### src/gbgs_pkg.sv
// Shared types and codes for the gap buffer with group search.
// Used by gbgs_ram, gbgs_ctrl and the top level; depends on nothing.
`timescale 1ns / 1ps

package gbgs_pkg;

    // Defaults for the top-level parameters
    localparam int CAPACITY_DEF    = 1024;
    localparam int SYMBOL_BITS_DEF = 10;

    localparam int ACTION_BITS = 3;
    localparam int KIND_BITS   = 2;

    // Command codes
    localparam logic [ACTION_BITS-1:0] ACT_INSERT     = 3'd0;
    localparam logic [ACTION_BITS-1:0] ACT_DELETE     = 3'd1;
    localparam logic [ACTION_BITS-1:0] ACT_READ       = 3'd2;
    localparam logic [ACTION_BITS-1:0] ACT_ERASE      = 3'd3;
    localparam logic [ACTION_BITS-1:0] ACT_FIND_END   = 3'd4;
    localparam logic [ACTION_BITS-1:0] ACT_FIND_BEGIN = 3'd5;

    // Entry kinds
    localparam logic [KIND_BITS-1:0] KIND_OTHER = 2'd0;
    localparam logic [KIND_BITS-1:0] KIND_BEGIN = 2'd1;
    localparam logic [KIND_BITS-1:0] KIND_END   = 2'd2;
    localparam logic [KIND_BITS-1:0] KIND_SPARE = 2'd3;

    typedef enum logic [1:0] {
        STAT_OK        = 2'd0,
        STAT_FULL      = 2'd1,
        STAT_RANGE     = 2'd2,
        STAT_NOT_FOUND = 2'd3
    } t_status;

    typedef enum logic [1:0] {
        S_IDLE,
        S_MOVE,
        S_READ,
        S_SCAN
    } t_state;

    // Memory port strobes from the controller
    typedef struct packed {
        logic wr_en;
        logic rd_en;
    } t_mem_ctl;

endpackage

### src/gbgs_ctrl.sv
// Command sequencer: gap bookkeeping, pipelined gap moves and group scans.
// Depends on gbgs_pkg; drives the port of gbgs_ram.
`timescale 1ns / 1ps

module gbgs_ctrl #(
    parameter int CAPACITY    = gbgs_pkg::CAPACITY_DEF,
    parameter int SYMBOL_BITS = gbgs_pkg::SYMBOL_BITS_DEF,
    localparam int AW = $clog2(CAPACITY),
    localparam int CW = $clog2(CAPACITY + 1),
    localparam int EW = SYMBOL_BITS + gbgs_pkg::KIND_BITS
) (
    input  logic                              i_clk,
    input  logic                              i_rst_n,
    input  logic                              i_start,
    output logic                              o_busy,
    input  logic [gbgs_pkg::ACTION_BITS-1:0]  i_action,
    input  logic [CW-1:0]                     i_position,
    input  logic [SYMBOL_BITS-1:0]            i_symbol_code,
    input  logic [gbgs_pkg::KIND_BITS-1:0]    i_entry_kind,
    output gbgs_pkg::t_mem_ctl                o_mem_ctl,
    output logic [AW-1:0]                     o_mem_waddr,
    output logic [EW-1:0]                     o_mem_wdata,
    output logic [AW-1:0]                     o_mem_raddr,
    input  logic [EW-1:0]                     i_mem_rdata,
    output logic                              o_strobe,
    output logic [SYMBOL_BITS-1:0]            o_read_symbol,
    output logic [gbgs_pkg::KIND_BITS-1:0]    o_read_kind,
    output logic [AW-1:0]                     o_found_position,
    output gbgs_pkg::t_status                 o_status,
    output logic [CW-1:0]                     o_entry_count
);

    gbgs_pkg::t_state  r_state, n_state;
    logic [CW-1:0]     r_front, n_front;
    logic [CW-1:0]     r_back,  n_back;
    logic [CW-1:0]     r_gap,   n_gap;
    logic [gbgs_pkg::ACTION_BITS-1:0] r_act, n_act;
    logic [CW-1:0]     r_pos,   n_pos;     // gap move target
    logic [EW-1:0]     r_entry, n_entry;   // entry waiting to be inserted
    logic              r_left,  n_left;    // move or scan runs toward index zero
    logic [CW-1:0]     r_src,   n_src;     // next address (move) or index (scan)
    logic [CW-1:0]     r_cnt,   n_cnt;     // reads still to issue
    logic              r_pend_vld, n_pend_vld;
    logic [CW-1:0]     r_pend,  n_pend;    // address or index of data now on rdata
    logic [CW-1:0]     r_depth, n_depth;
    logic              r_strobe, n_strobe;
    logic [SYMBOL_BITS-1:0]         r_rsym,  n_rsym;
    logic [gbgs_pkg::KIND_BITS-1:0] r_rkind, n_rkind;
    logic [AW-1:0]     r_found, n_found;
    gbgs_pkg::t_status r_status, n_status;

    logic [CW-1:0]     size_now;
    logic [CW-1:0]     ins_pos;
    logic [gbgs_pkg::KIND_BITS-1:0] ins_kind;
    logic [CW-1:0]     pos_phys;
    logic [CW-1:0]     src_phys;
    logic [CW-1:0]     move_dst;
    logic [CW-1:0]     moved_back;
    logic [gbgs_pkg::KIND_BITS-1:0] rd_kind;
    logic [gbgs_pkg::KIND_BITS-1:0] open_kind;
    logic [gbgs_pkg::KIND_BITS-1:0] close_kind;

    assign size_now   = r_front + r_back;
    assign ins_pos    = (i_position > size_now) ? size_now : i_position;
    assign ins_kind   = (i_entry_kind == gbgs_pkg::KIND_SPARE) ? gbgs_pkg::KIND_OTHER
                                                                : i_entry_kind;
    assign pos_phys   = (i_position < r_front) ? i_position : i_position + r_gap;
    assign src_phys   = (r_src < r_front) ? r_src : r_src + r_gap;
    assign move_dst   = r_left ? (r_pend + r_gap) : (r_pend - r_gap);
    assign moved_back = r_back + r_front - r_pos;
    assign rd_kind    = i_mem_rdata[EW-1 -: gbgs_pkg::KIND_BITS];
    // searching forward a begin nests, an end closes; backward the other way
    assign open_kind  = r_left ? gbgs_pkg::KIND_END   : gbgs_pkg::KIND_BEGIN;
    assign close_kind = r_left ? gbgs_pkg::KIND_BEGIN : gbgs_pkg::KIND_END;

    always_comb begin
        n_state    = r_state;
        n_front    = r_front;
        n_back     = r_back;
        n_gap      = r_gap;
        n_act      = r_act;
        n_pos      = r_pos;
        n_entry    = r_entry;
        n_left     = r_left;
        n_src      = r_src;
        n_cnt      = r_cnt;
        n_pend_vld = r_pend_vld;
        n_pend     = r_pend;
        n_depth    = r_depth;
        n_strobe   = 1'b0;
        n_rsym     = r_rsym;
        n_rkind    = r_rkind;
        n_found    = r_found;
        n_status   = r_status;
        o_mem_ctl   = '0;
        o_mem_waddr = '0;
        o_mem_wdata = '0;
        o_mem_raddr = '0;

        unique case (r_state)
            gbgs_pkg::S_IDLE: begin
                if (i_start) begin
                    // most commands answer at once with empty payload
                    n_rsym     = '0;
                    n_rkind    = '0;
                    n_found    = '0;
                    n_status   = gbgs_pkg::STAT_OK;
                    n_strobe   = 1'b1;
                    n_act      = i_action;
                    n_pend_vld = 1'b0;
                    n_depth    = '0;
                    unique case (i_action)
                        gbgs_pkg::ACT_INSERT: begin
                            n_entry = {ins_kind, i_symbol_code};
                            if (r_gap == '0) begin
                                n_status = gbgs_pkg::STAT_FULL;
                            end else if (r_front == ins_pos) begin
                                o_mem_ctl.wr_en = 1'b1;
                                o_mem_waddr     = ins_pos[AW-1:0];
                                o_mem_wdata     = {ins_kind, i_symbol_code};
                                n_front         = r_front + 1'b1;
                                n_gap           = r_gap - 1'b1;
                            end else begin
                                n_strobe = 1'b0;
                                n_pos    = ins_pos;
                                n_left   = (r_front > ins_pos);
                                n_src    = (r_front > ins_pos) ? r_front - 1'b1
                                                               : r_front + r_gap;
                                n_cnt    = (r_front > ins_pos) ? r_front - ins_pos
                                                               : ins_pos - r_front;
                                n_state  = gbgs_pkg::S_MOVE;
                            end
                        end
                        gbgs_pkg::ACT_DELETE: begin
                            if (i_position >= size_now) begin
                                n_status = gbgs_pkg::STAT_RANGE;
                            end else if (i_position + 1'b1 == r_front) begin
                                n_front = r_front - 1'b1;
                                n_gap   = r_gap + 1'b1;
                            end else if (i_position == r_front) begin
                                n_back = r_back - 1'b1;
                                n_gap  = r_gap + 1'b1;
                            end else begin
                                n_strobe = 1'b0;
                                n_pos    = i_position;
                                n_left   = (r_front > i_position);
                                n_src    = (r_front > i_position) ? r_front - 1'b1
                                                                  : r_front + r_gap;
                                n_cnt    = (r_front > i_position) ? r_front - i_position
                                                                  : i_position - r_front;
                                n_state  = gbgs_pkg::S_MOVE;
                            end
                        end
                        gbgs_pkg::ACT_READ: begin
                            if (i_position >= size_now) begin
                                n_status = gbgs_pkg::STAT_RANGE;
                            end else begin
                                n_strobe        = 1'b0;
                                o_mem_ctl.rd_en = 1'b1;
                                o_mem_raddr     = pos_phys[AW-1:0];
                                n_state         = gbgs_pkg::S_READ;
                            end
                        end
                        gbgs_pkg::ACT_ERASE: begin
                            n_front = '0;
                            n_back  = '0;
                            n_gap   = CW'(CAPACITY);
                        end
                        gbgs_pkg::ACT_FIND_END: begin
                            if (i_position > size_now) begin
                                n_status = gbgs_pkg::STAT_RANGE;
                            end else if (i_position == size_now) begin
                                n_status = gbgs_pkg::STAT_NOT_FOUND;
                            end else begin
                                n_strobe = 1'b0;
                                n_left   = 1'b0;
                                n_src    = i_position;
                                n_cnt    = size_now - i_position;
                                n_state  = gbgs_pkg::S_SCAN;
                            end
                        end
                        gbgs_pkg::ACT_FIND_BEGIN: begin
                            if (i_position > size_now) begin
                                n_status = gbgs_pkg::STAT_RANGE;
                            end else if (i_position == '0) begin
                                n_status = gbgs_pkg::STAT_NOT_FOUND;
                            end else begin
                                n_strobe = 1'b0;
                                n_left   = 1'b1;
                                n_src    = i_position - 1'b1;
                                n_cnt    = i_position;
                                n_state  = gbgs_pkg::S_SCAN;
                            end
                        end
                        default: begin
                            // unused codes: no change, plain ok
                        end
                    endcase
                end
            end

            gbgs_pkg::S_MOVE: begin
                // read one entry a cycle, write it across the gap in the next cycle
                if (r_cnt != '0) begin
                    o_mem_ctl.rd_en = 1'b1;
                    o_mem_raddr     = r_src[AW-1:0];
                    n_pend          = r_src;
                    n_pend_vld      = 1'b1;
                    n_src           = r_left ? r_src - 1'b1 : r_src + 1'b1;
                    n_cnt           = r_cnt - 1'b1;
                end else begin
                    n_pend_vld = 1'b0;
                end
                if (r_pend_vld) begin
                    o_mem_ctl.wr_en = 1'b1;
                    o_mem_waddr     = move_dst[AW-1:0];
                    o_mem_wdata     = i_mem_rdata;
                end else if (r_cnt == '0) begin
                    // gap now starts at r_pos: finish the edit
                    n_strobe = 1'b1;
                    n_state  = gbgs_pkg::S_IDLE;
                    if (r_act == gbgs_pkg::ACT_INSERT) begin
                        o_mem_ctl.wr_en = 1'b1;
                        o_mem_waddr     = r_pos[AW-1:0];
                        o_mem_wdata     = r_entry;
                        n_front         = r_pos + 1'b1;
                        n_back          = moved_back;
                        n_gap           = r_gap - 1'b1;
                    end else begin
                        n_front = r_pos;
                        n_back  = moved_back - 1'b1;
                        n_gap   = r_gap + 1'b1;
                    end
                end
            end

            gbgs_pkg::S_READ: begin
                n_rsym   = i_mem_rdata[SYMBOL_BITS-1:0];
                n_rkind  = rd_kind;
                n_strobe = 1'b1;
                n_state  = gbgs_pkg::S_IDLE;
            end

            gbgs_pkg::S_SCAN: begin
                if (r_cnt != '0) begin
                    o_mem_ctl.rd_en = 1'b1;
                    o_mem_raddr     = src_phys[AW-1:0];
                    n_pend          = r_src;
                    n_pend_vld      = 1'b1;
                    n_src           = r_left ? r_src - 1'b1 : r_src + 1'b1;
                    n_cnt           = r_cnt - 1'b1;
                end else begin
                    n_pend_vld = 1'b0;
                end
                if (r_pend_vld) begin
                    if (rd_kind == close_kind) begin
                        if (r_depth == '0) begin
                            // read issued this cycle is simply dropped
                            n_found    = r_pend[AW-1:0];
                            n_status   = gbgs_pkg::STAT_OK;
                            n_strobe   = 1'b1;
                            n_pend_vld = 1'b0;
                            n_state    = gbgs_pkg::S_IDLE;
                        end else begin
                            n_depth = r_depth - 1'b1;
                        end
                    end else if (rd_kind == open_kind) begin
                        n_depth = r_depth + 1'b1;
                    end
                end else if (r_cnt == '0) begin
                    n_status = gbgs_pkg::STAT_NOT_FOUND;
                    n_strobe = 1'b1;
                    n_state  = gbgs_pkg::S_IDLE;
                end
            end

            default: begin
                n_state = gbgs_pkg::S_IDLE;
            end
        endcase
    end

    always_ff @(posedge i_clk) begin
        if (!i_rst_n) begin
            r_state    <= gbgs_pkg::S_IDLE;
            r_front    <= '0;
            r_back     <= '0;
            r_gap      <= CW'(CAPACITY);
            r_pend_vld <= 1'b0;
            r_strobe   <= 1'b0;
        end else begin
            r_state    <= n_state;
            r_front    <= n_front;
            r_back     <= n_back;
            r_gap      <= n_gap;
            r_pend_vld <= n_pend_vld;
            r_strobe   <= n_strobe;
        end
    end

    always_ff @(posedge i_clk) begin
        r_act    <= n_act;
        r_pos    <= n_pos;
        r_entry  <= n_entry;
        r_left   <= n_left;
        r_src    <= n_src;
        r_cnt    <= n_cnt;
        r_pend   <= n_pend;
        r_depth  <= n_depth;
        r_rsym   <= n_rsym;
        r_rkind  <= n_rkind;
        r_found  <= n_found;
        r_status <= n_status;
    end

    assign o_busy           = (r_state != gbgs_pkg::S_IDLE);
    assign o_strobe         = r_strobe;
    assign o_read_symbol    = r_rsym;
    assign o_read_kind      = r_rkind;
    assign o_found_position = r_found;
    assign o_status         = r_status;
    assign o_entry_count    = size_now;

endmodule

### config.mk
export PLATFORM = sky130hd
export DESIGN_NAME = gbgs_ctrl
export DESIGN_NICKNAME = d
export VERILOG_FILES = /design/src/gbgs_pkg.sv /design/src/gbgs_ctrl.sv
export SDC_FILE = /design/constraint.sdc
export NUM_CORES = 1
export LEC_CHECK = 0
export BUFFER_PORTS_ARGS = -buffer_cell sky130_fd_sc_hd__buf_2
export CELL_PAD_IN_SITES_DETAIL_PLACEMENT = 0
export CELL_PAD_IN_SITES_GLOBAL_PLACEMENT = 2
export CORE_MARGIN = 2
export CORE_UTILIZATION = 34
export DETAILED_ROUTE_END_ITERATION = 8
export PLACE_DENSITY_LB_ADDON = 0.1
export SYNTH_ARGS = -nofsm -noshare
export SYNTH_HDL_FRONTEND = slang
export SYNTH_SLANG_ARGS = --single-unit
### constraint.sdc
create_clock -name i_clk -period 7 [get_ports i_clk]
set_input_delay 1.4 -clock i_clk [delete_from_list [all_inputs] [get_ports i_clk]]
set_output_delay 1.4 -clock i_clk [all_outputs]
set_load 0.02 [all_outputs]
==> reports/results.ini, run 1 <==
[status]
status=finished with violations
violations=negative setup slack

[clock_network]
cts_tree=done
cts_max_level=4
cts_made_buffers=17
cts-root-buf=clkbuf_16
clk_latency_ns=0.46
cts_buffer_depth=2
cts_hold_buf=0
cts_sinks=131
cts.clk_slew.worst_paths_ns=0.06

[drt]
vias_per_cell=5.72
wl_per_cell_um=24.7
wirelength_mm=63.1
ant_nets=0
drt-initial-drc-count=1243
firstDrtPassIters=5
num_vias=14700
drc_errors=0

[power]
p_total_mw=3.92
peakVddDrop_v=0.000168
p_leak_nw=7.41
power.density_nw_per_um2=225

[final_layout]
final_util=0.404
nets=2163
final_area_sq_um=17400
area_growth_pct=17.6
fin_cells=2561
fillers=4464
diodes=0
drive_gt1_frac=0.166

[setup_path]
cp.arrival_ns=5.62
required_ns=5.60
worstSetupPathType=reg2out
cp-start-kind=flip-flop
setup.worst_path.end_class=output port
crit_fanout=6

[synthesis]
netlist_top_cells_area=edfxtp_1 19%, ha_1 12%, xnor2_1 6.0%
syn-cell-area_sq_um=14800
synth_top_area_frac=0.191
synthCells=1822
synth-edff-count=94
yosysSeqAreaShare=0.241
synth_top_area_cell=edfxtp_1
netlist-cell-type-count=88
yosysWarnings=0
ys_ff_latch=131
synth_fp_nets=2022
postSynthAreaPerCell_sq_um=8.13
synthArstFlopShare=0
synth_top_flop_cell=edfxtp_1

[global_routing]
first_global_vias=13900
grt_pass1_wl_mm=92.1
antenna_found_initial=1
grt_max_degree=38
grtUsageTotal=0.279
grt_overflow=0

[sta]
relSlewSlack=0.212
final_max_slew_viol_count=0
worst_slack_ns=-0.0210
finalCritPeriodShare=1.00
setup_violations=2
skew_ns=0.0119
rsz0062_at_grt=true
hold_ws_ns=0.524
final.min_clock_period_ns=7.02
fmax_ghz=0.142
worstMarginPinSlew_ns=1.18
fin_setup_tns_ns=-0.0243
hold_viol=0

[placed_design]
dp_cells=2513
globalplace.congestion=0.952
dp_slack_ns=-0.0390
dp_hpwl_mm=48.8
place_area_sq_um=16400
numPortBuffers=111

[floorplan]
fp-row-count=76
initial_utilization=0.344
fp.dieH_um=213
core_sq_um=43100
fp.dieW_um=213
pin_count=112
die-area_sq_um=45200

[hold_path]
hold_class=reg2reg

[run]
drv_cap=0

[metal layers]
metal	vias up	wire length [um]	track usage
met4	0	1260	0.0731
met1	7108	29400	0.398
met5	-	0	0
met3	60	4060	0.0365
met2	498	28400	0.442
li1	6993	-	-
[registers in the layout, indices dropped and copies added (netlist names)]
signal            flops
o_found_position     10
r_state               2
o_read_symbol        10
r_pend               10
r_back               11
r_depth              11
r_act                 3
r_front              11
r_pos                11
r_pend_vld            1
r_cnt                11
o_strobe              1
o_read_kind           2
r_src                11
r_left                1
r_entry              12
o_status              2
r_gap                11
[cell usage after synthesis, drive strengths merged, types with 11 or more instances]
| cell type | n |
|---|---|
| o21ai | 108 |
| o22ai | 36 |
| xor2 | 47 |
| o21bai | 13 |
| inv | 99 |
| edfxtp | 94 |
| ha | 146 |
| nand4 | 18 |
| nor4 | 17 |
| mux2i | 54 |
| nor2b | 22 |
| a211oi | 21 |
| or3 | 21 |
| a31oi | 16 |
| nor3 | 55 |
| a21o | 43 |
| mux2 | 12 |
| clkbuf | 74 |
| xnor2 | 101 |
| nand2b | 23 |
| o221ai | 11 |
| nor2 | 156 |
| nand2 | 140 |
| buf | 25 |
| a21oi | 155 |
| a221oi | 20 |
| dfxtp | 37 |
| and3 | 24 |
| nand3 | 46 |
| a22oi | 26 |
| and2 | 21 |
| o21a | 17 |
| fa | 13 |
[what timing repair did]
| action | in CTS | in global routing |
|---|---|---|
| resized for setup | 16 | 64 |
| endpoints found under the setup margin | 23 | 23 |
| cloned | 0 | 2 |
| pin swaps | 4 | 23 |
| buffers inserted | 0 | 14 |
[power by group]
| group | leakage [nW] | switching (mW) | internal, mW |
|---|---|---|---|
| registers | 1.21 | 0.113 | 0.950 |
| logic | 5.92 | 1.14 | 0.772 |
| clock network | 0.292 | 0.360 | 0.592 |
| total | 7.41 | 1.61 | 2.31 |
[path summary, 6_finish.rpt]
kind | end | depth (start not counted) | from | slack [ns]
worst min-delay path | r_back[8] | 2 | r_back[8] | 0.52
worst min register to register | r_back[8] | 2 | r_back[8] | 0.52
worst max register to register | r_gap[5] | 29 | r_front[0] | 0.63
worst max-delay path | o_mem_wdata[2] | 27 | r_front[0] | -0.02
[kinds of logic after synthesis]
family / count (synthesis) / share of synthesized area
buffers and inverters: 199 / 0.0573
XOR/XNOR: 148 / 0.0875
multiplexers: 66 / 0.0456
AND/OR/NAND/NOR: 572 / 0.188
AO/OA/AOI/OAI: 547 / 0.240
flip-flops: 131 / 0.241
adder cells (fa/ha/maj): 159 / 0.141
[cells in the final DEF, fill, tap and decap left out, drive strengths merged, types with 11 or more instances in the layout]
cell / netlist / final
a211oi: 21 / 21
a21o: 43 / 43
a21oi: 155 / 155
a221oi: 20 / 20
a22oi: 26 / 26
a31oi: 16 / 16
and2: 21 / 21
and3: 24 / 24
buf: 25 / 220
clkbuf: 74 / 22
dfxtp: 37 / 37
edfxtp: 94 / 94
fa: 13 / 13
ha: 146 / 146
inv: 99 / 101
mux2: 12 / 12
mux2i: 54 / 54
nand2: 140 / 141
nand2b: 23 / 23
nand3: 46 / 46
nand4: 18 / 18
nor2: 156 / 156
nor2b: 22 / 22
nor3: 55 / 55
nor4: 17 / 17
o21a: 17 / 17
o21ai: 108 / 108
o21bai: 13 / 13
o221ai: 11 / 11
o22ai: 36 / 36
or3: 21 / 21
xnor2: 101 / 101
xor2: 47 / 47
[layout make-up]
type | instances | area (sq um) | share of cell area
clock inverters | 11 | 159 | 0.00912
repair buffers | 221 | 1520 | 0.0871
clock buffers | 21 | 440 | 0.0253
flip-flops and latches | 131 | 3570 | 0.205
multi-input cells | 1493 | 10600 | 0.610
inverters | 99 | 372 | 0.0213
well taps | 585 | 732 | 0.0420
[critical path: stages (launching register included)]
cell	delay (ns)
dfxtp_4	0.35
ha_4	0.16
fa_2	0.36
a211o_1	0.34
a311oi_2	0.31
o21bai_1	0.13
a21oi_2	0.19
o21bai_1	0.11
a21oi_2	0.20
xnor2_2	0.15
ha_4	0.31
nand4_1	0.13
a21oi_2	0.21
o21a_1	0.23
nor2_4	0.08
buf_6	0.15
a21oi_4	0.15
inv_2	0.06
ha_4	0.26
nand4_1	0.14
nor2_2	0.20
nand3_4	0.10
nor2_4	0.13
and2_4	0.22
buf_8	0.14
a22oi_1	0.07
nand2_1	0.14
buf_6	0.13
(Power assumes the default switching activity.)
==> inputs of run 2 (changes only) <==
--- a/config.mk
+++ b/config.mk
@@ -10,3 +10,2 @@
 export CELL_PAD_IN_SITES_GLOBAL_PLACEMENT = 2
-export CORE_MARGIN = 2
 export CORE_UTILIZATION = 34
@@ -14,2 +13,3 @@
 export PLACE_DENSITY_LB_ADDON = 0.1
+export SKIP_CTS_REPAIR_TIMING = 1
 export SYNTH_ARGS = -nofsm -noshare
--- a/constraint.sdc
+++ b/constraint.sdc
@@ -3,2 +3,2 @@
 set_output_delay 1.4 -clock i_clk [all_outputs]
-set_load 0.02 [all_outputs]
+set_load 0.1 [all_outputs]
==> reports/results.ini, run 2 (synthesis gave the netlist of run 1 again) <==
[drt]
wirelength_mm=63.6  ; was 63.1 mm
drt-initial-drc-count=1330  ; was 1243
vias_per_cell=5.79  ; was 5.72
num_vias=14800  ; was 14700
wl_per_cell_um=24.9  ; was 24.7 um
drc_errors=0  ; unchanged
firstDrtPassIters=7  ; was 5
ant_nets=0  ; unchanged

[global_routing]
grtUsageTotal=0.285  ; was 0.279
first_global_vias=14100  ; was 13900
antenna_found_initial=0  ; was 1
grt_pass1_wl_mm=93.3  ; was 92.1 mm
grt_overflow=0  ; unchanged
grt_max_degree=48  ; was 38

[sta]
hold_viol=0  ; unchanged
final.min_clock_period_ns=7.03  ; was 7.02 ns
relSlewSlack=0.267  ; was 0.212
worst_slack_ns=-0.0304  ; was -0.0210 ns
finalCritPeriodShare=1.00  ; about the same
fin_setup_tns_ns=-0.141  ; was -0.0243 ns
setup_violations=13  ; was 2
fmax_ghz=0.142  ; about the same
worstMarginPinSlew_ns=1.10  ; was 1.18 ns
rsz0062_at_grt=true  ; unchanged
hold_ws_ns=0.532  ; was 0.524 ns
final_max_slew_viol_count=0  ; unchanged
skew_ns=0.0170  ; was 0.0119 ns

[final_layout]
nets=2154  ; was 2163
final_area_sq_um=18100  ; was 17400 sq um
final_util=0.420  ; was 0.404
mostFrequentLayoutCell=nor2_1  ; unchanged
multi_input_area_sq_um=11000  ; was 10600 sq um
diodes=0  ; unchanged
largest_reg_flops=12  ; unchanged
fillers=4388  ; was 4464
area_growth_pct=22.0  ; was 17.6%
regMostFlops=r_entry  ; unchanged
fin_cells=2552  ; was 2561
layout.area.seq_sq_um=3570  ; unchanged
final_cell_mix=149 x nor2_1, 144 x a21oi_1, 142 x ha_1  ; was 151 x nor2_1, 146 x a21oi_1, 142 x ha_1
drive_gt1_frac=0.179  ; was 0.166

[status]
status=finished with violations  ; unchanged
violations=negative setup slack  ; unchanged

[run]
drv_cap=0  ; unchanged

[floorplan]
core_sq_um=43000  ; was 43100 sq um
fp-row-count=76  ; unchanged
initial_utilization=0.345  ; was 0.344
fp.dieH_um=211  ; was 213 um
pin_count=112  ; unchanged
fp.dieW_um=211  ; was 213 um
die-area_sq_um=44400  ; was 45200 sq um

[power]
p_comb_frac=0.520  ; was 0.486
peakVddDrop_v=0.000188  ; was 0.000168 V
seq_power_share=0.256  ; was 0.271
pwr-share-clk=0.224  ; was 0.243
p_sw_mw=1.84  ; was 1.61 mW
power.density_nw_per_um2=228  ; was 225 nW/um^2
switching_share=0.447  ; was 0.410
internal-power_mw=2.28  ; was 2.31 mW
p_total_mw=4.13  ; was 3.92 mW
p_leak_nw=7.49  ; was 7.41 nW

[clock_network]
cts_sinks=131  ; unchanged
cts.clk_slew.worst_paths_ns=0.07  ; was 0.06 ns
cts_made_buffers=17  ; unchanged
cts_tree=done  ; unchanged
cts_buffer_depth=2  ; unchanged
cts_max_level=4  ; unchanged
cts-root-buf=clkbuf_16  ; unchanged
clk_latency_ns=0.46  ; about the same

[setup_path]
cpPeakStageDelay_ns=0.35  ; was 0.36 ns
setup.worst_path.end_class=output port  ; unchanged
cp-start-kind=flip-flop  ; unchanged
critical_path.top_delay_family=compound AO/OA/AOI/OAI gates  ; unchanged
ff2ff_path_depth=28  ; was 29
crit_fanout=6  ; unchanged
crit_buf_inv=4  ; unchanged
cp.arrival_ns=5.63  ; was 5.62 ns
crit_slowest_cell=dfxtp_4  ; was fa_2
worstSetupPathType=reg2out  ; unchanged
cp_num_cells=26  ; was 27
required_ns=5.60  ; about the same

[placed_design]
globalplace.congestion=0.963  ; was 0.952
dp_slack_ns=0.114  ; was -0.0390 ns
place_area_sq_um=17200  ; was 16400 sq um
dp_cells=2504  ; was 2513
numPortBuffers=111  ; unchanged
dp_hpwl_mm=49.1  ; was 48.8 mm

[hold_path]
whs_path_depth=2  ; unchanged
hold_class=reg2reg  ; unchanged

## run 2: worst paths after layout
check / startpoint / end / slack (ns)
worst min register to register: r_back[4] / r_back[4] / 0.53
worst min-delay path: r_back[4] / r_back[4] / 0.53
worst max register to register: r_front[0] / r_cnt[10] / 0.56
worst max-delay path: r_front[0] / o_mem_waddr[1] / -0.03
## run 2: worst reg2reg max path: cells and delay by family, from the launching register on
family                     cells  cell delay (ns)
adders and majority gates      4             1.14
buffers and inverters          3             0.40
xor gates and xnor gates       1             0.14
AOI/OAI and AO/OA             10             1.95
and+or+nand+nor               10             2.06
DFF                            1             0.35
## run 2: layout make-up
class / instances / area share
inverter: 99 / 0.0206
timing repair buffer: 211 / 0.102
sequential: 131 / 0.198
tap: 585 / 0.0405
clock buffer: 21 / 0.0255
multi-input combinational: 1494 / 0.607
clock inverter: 11 / 0.00714
## run 2: power groups by stage
stage                     clock (mW)  combinational, mW  sequential [mW]
after CTS                      0.936               2.10             1.06
after floorplan                    0               1.43             1.12
after global routing           0.967               2.31             1.07
final                          0.922               2.15             1.06
after global placement             0               2.09             1.07
after detailed placement           0               2.09             1.07
## run 2: layer usage
layer | wire (um) | vias to the layer above | global-route usage
met2 | 29000 | 519 | 0.456
met4 | 2220 | 0 | 0.103
li1 | - | 6971 | -
met3 | 3890 | 103 | 0.0477
met5 | 0 | - | 0
met1 | 28500 | 7177 | 0.386
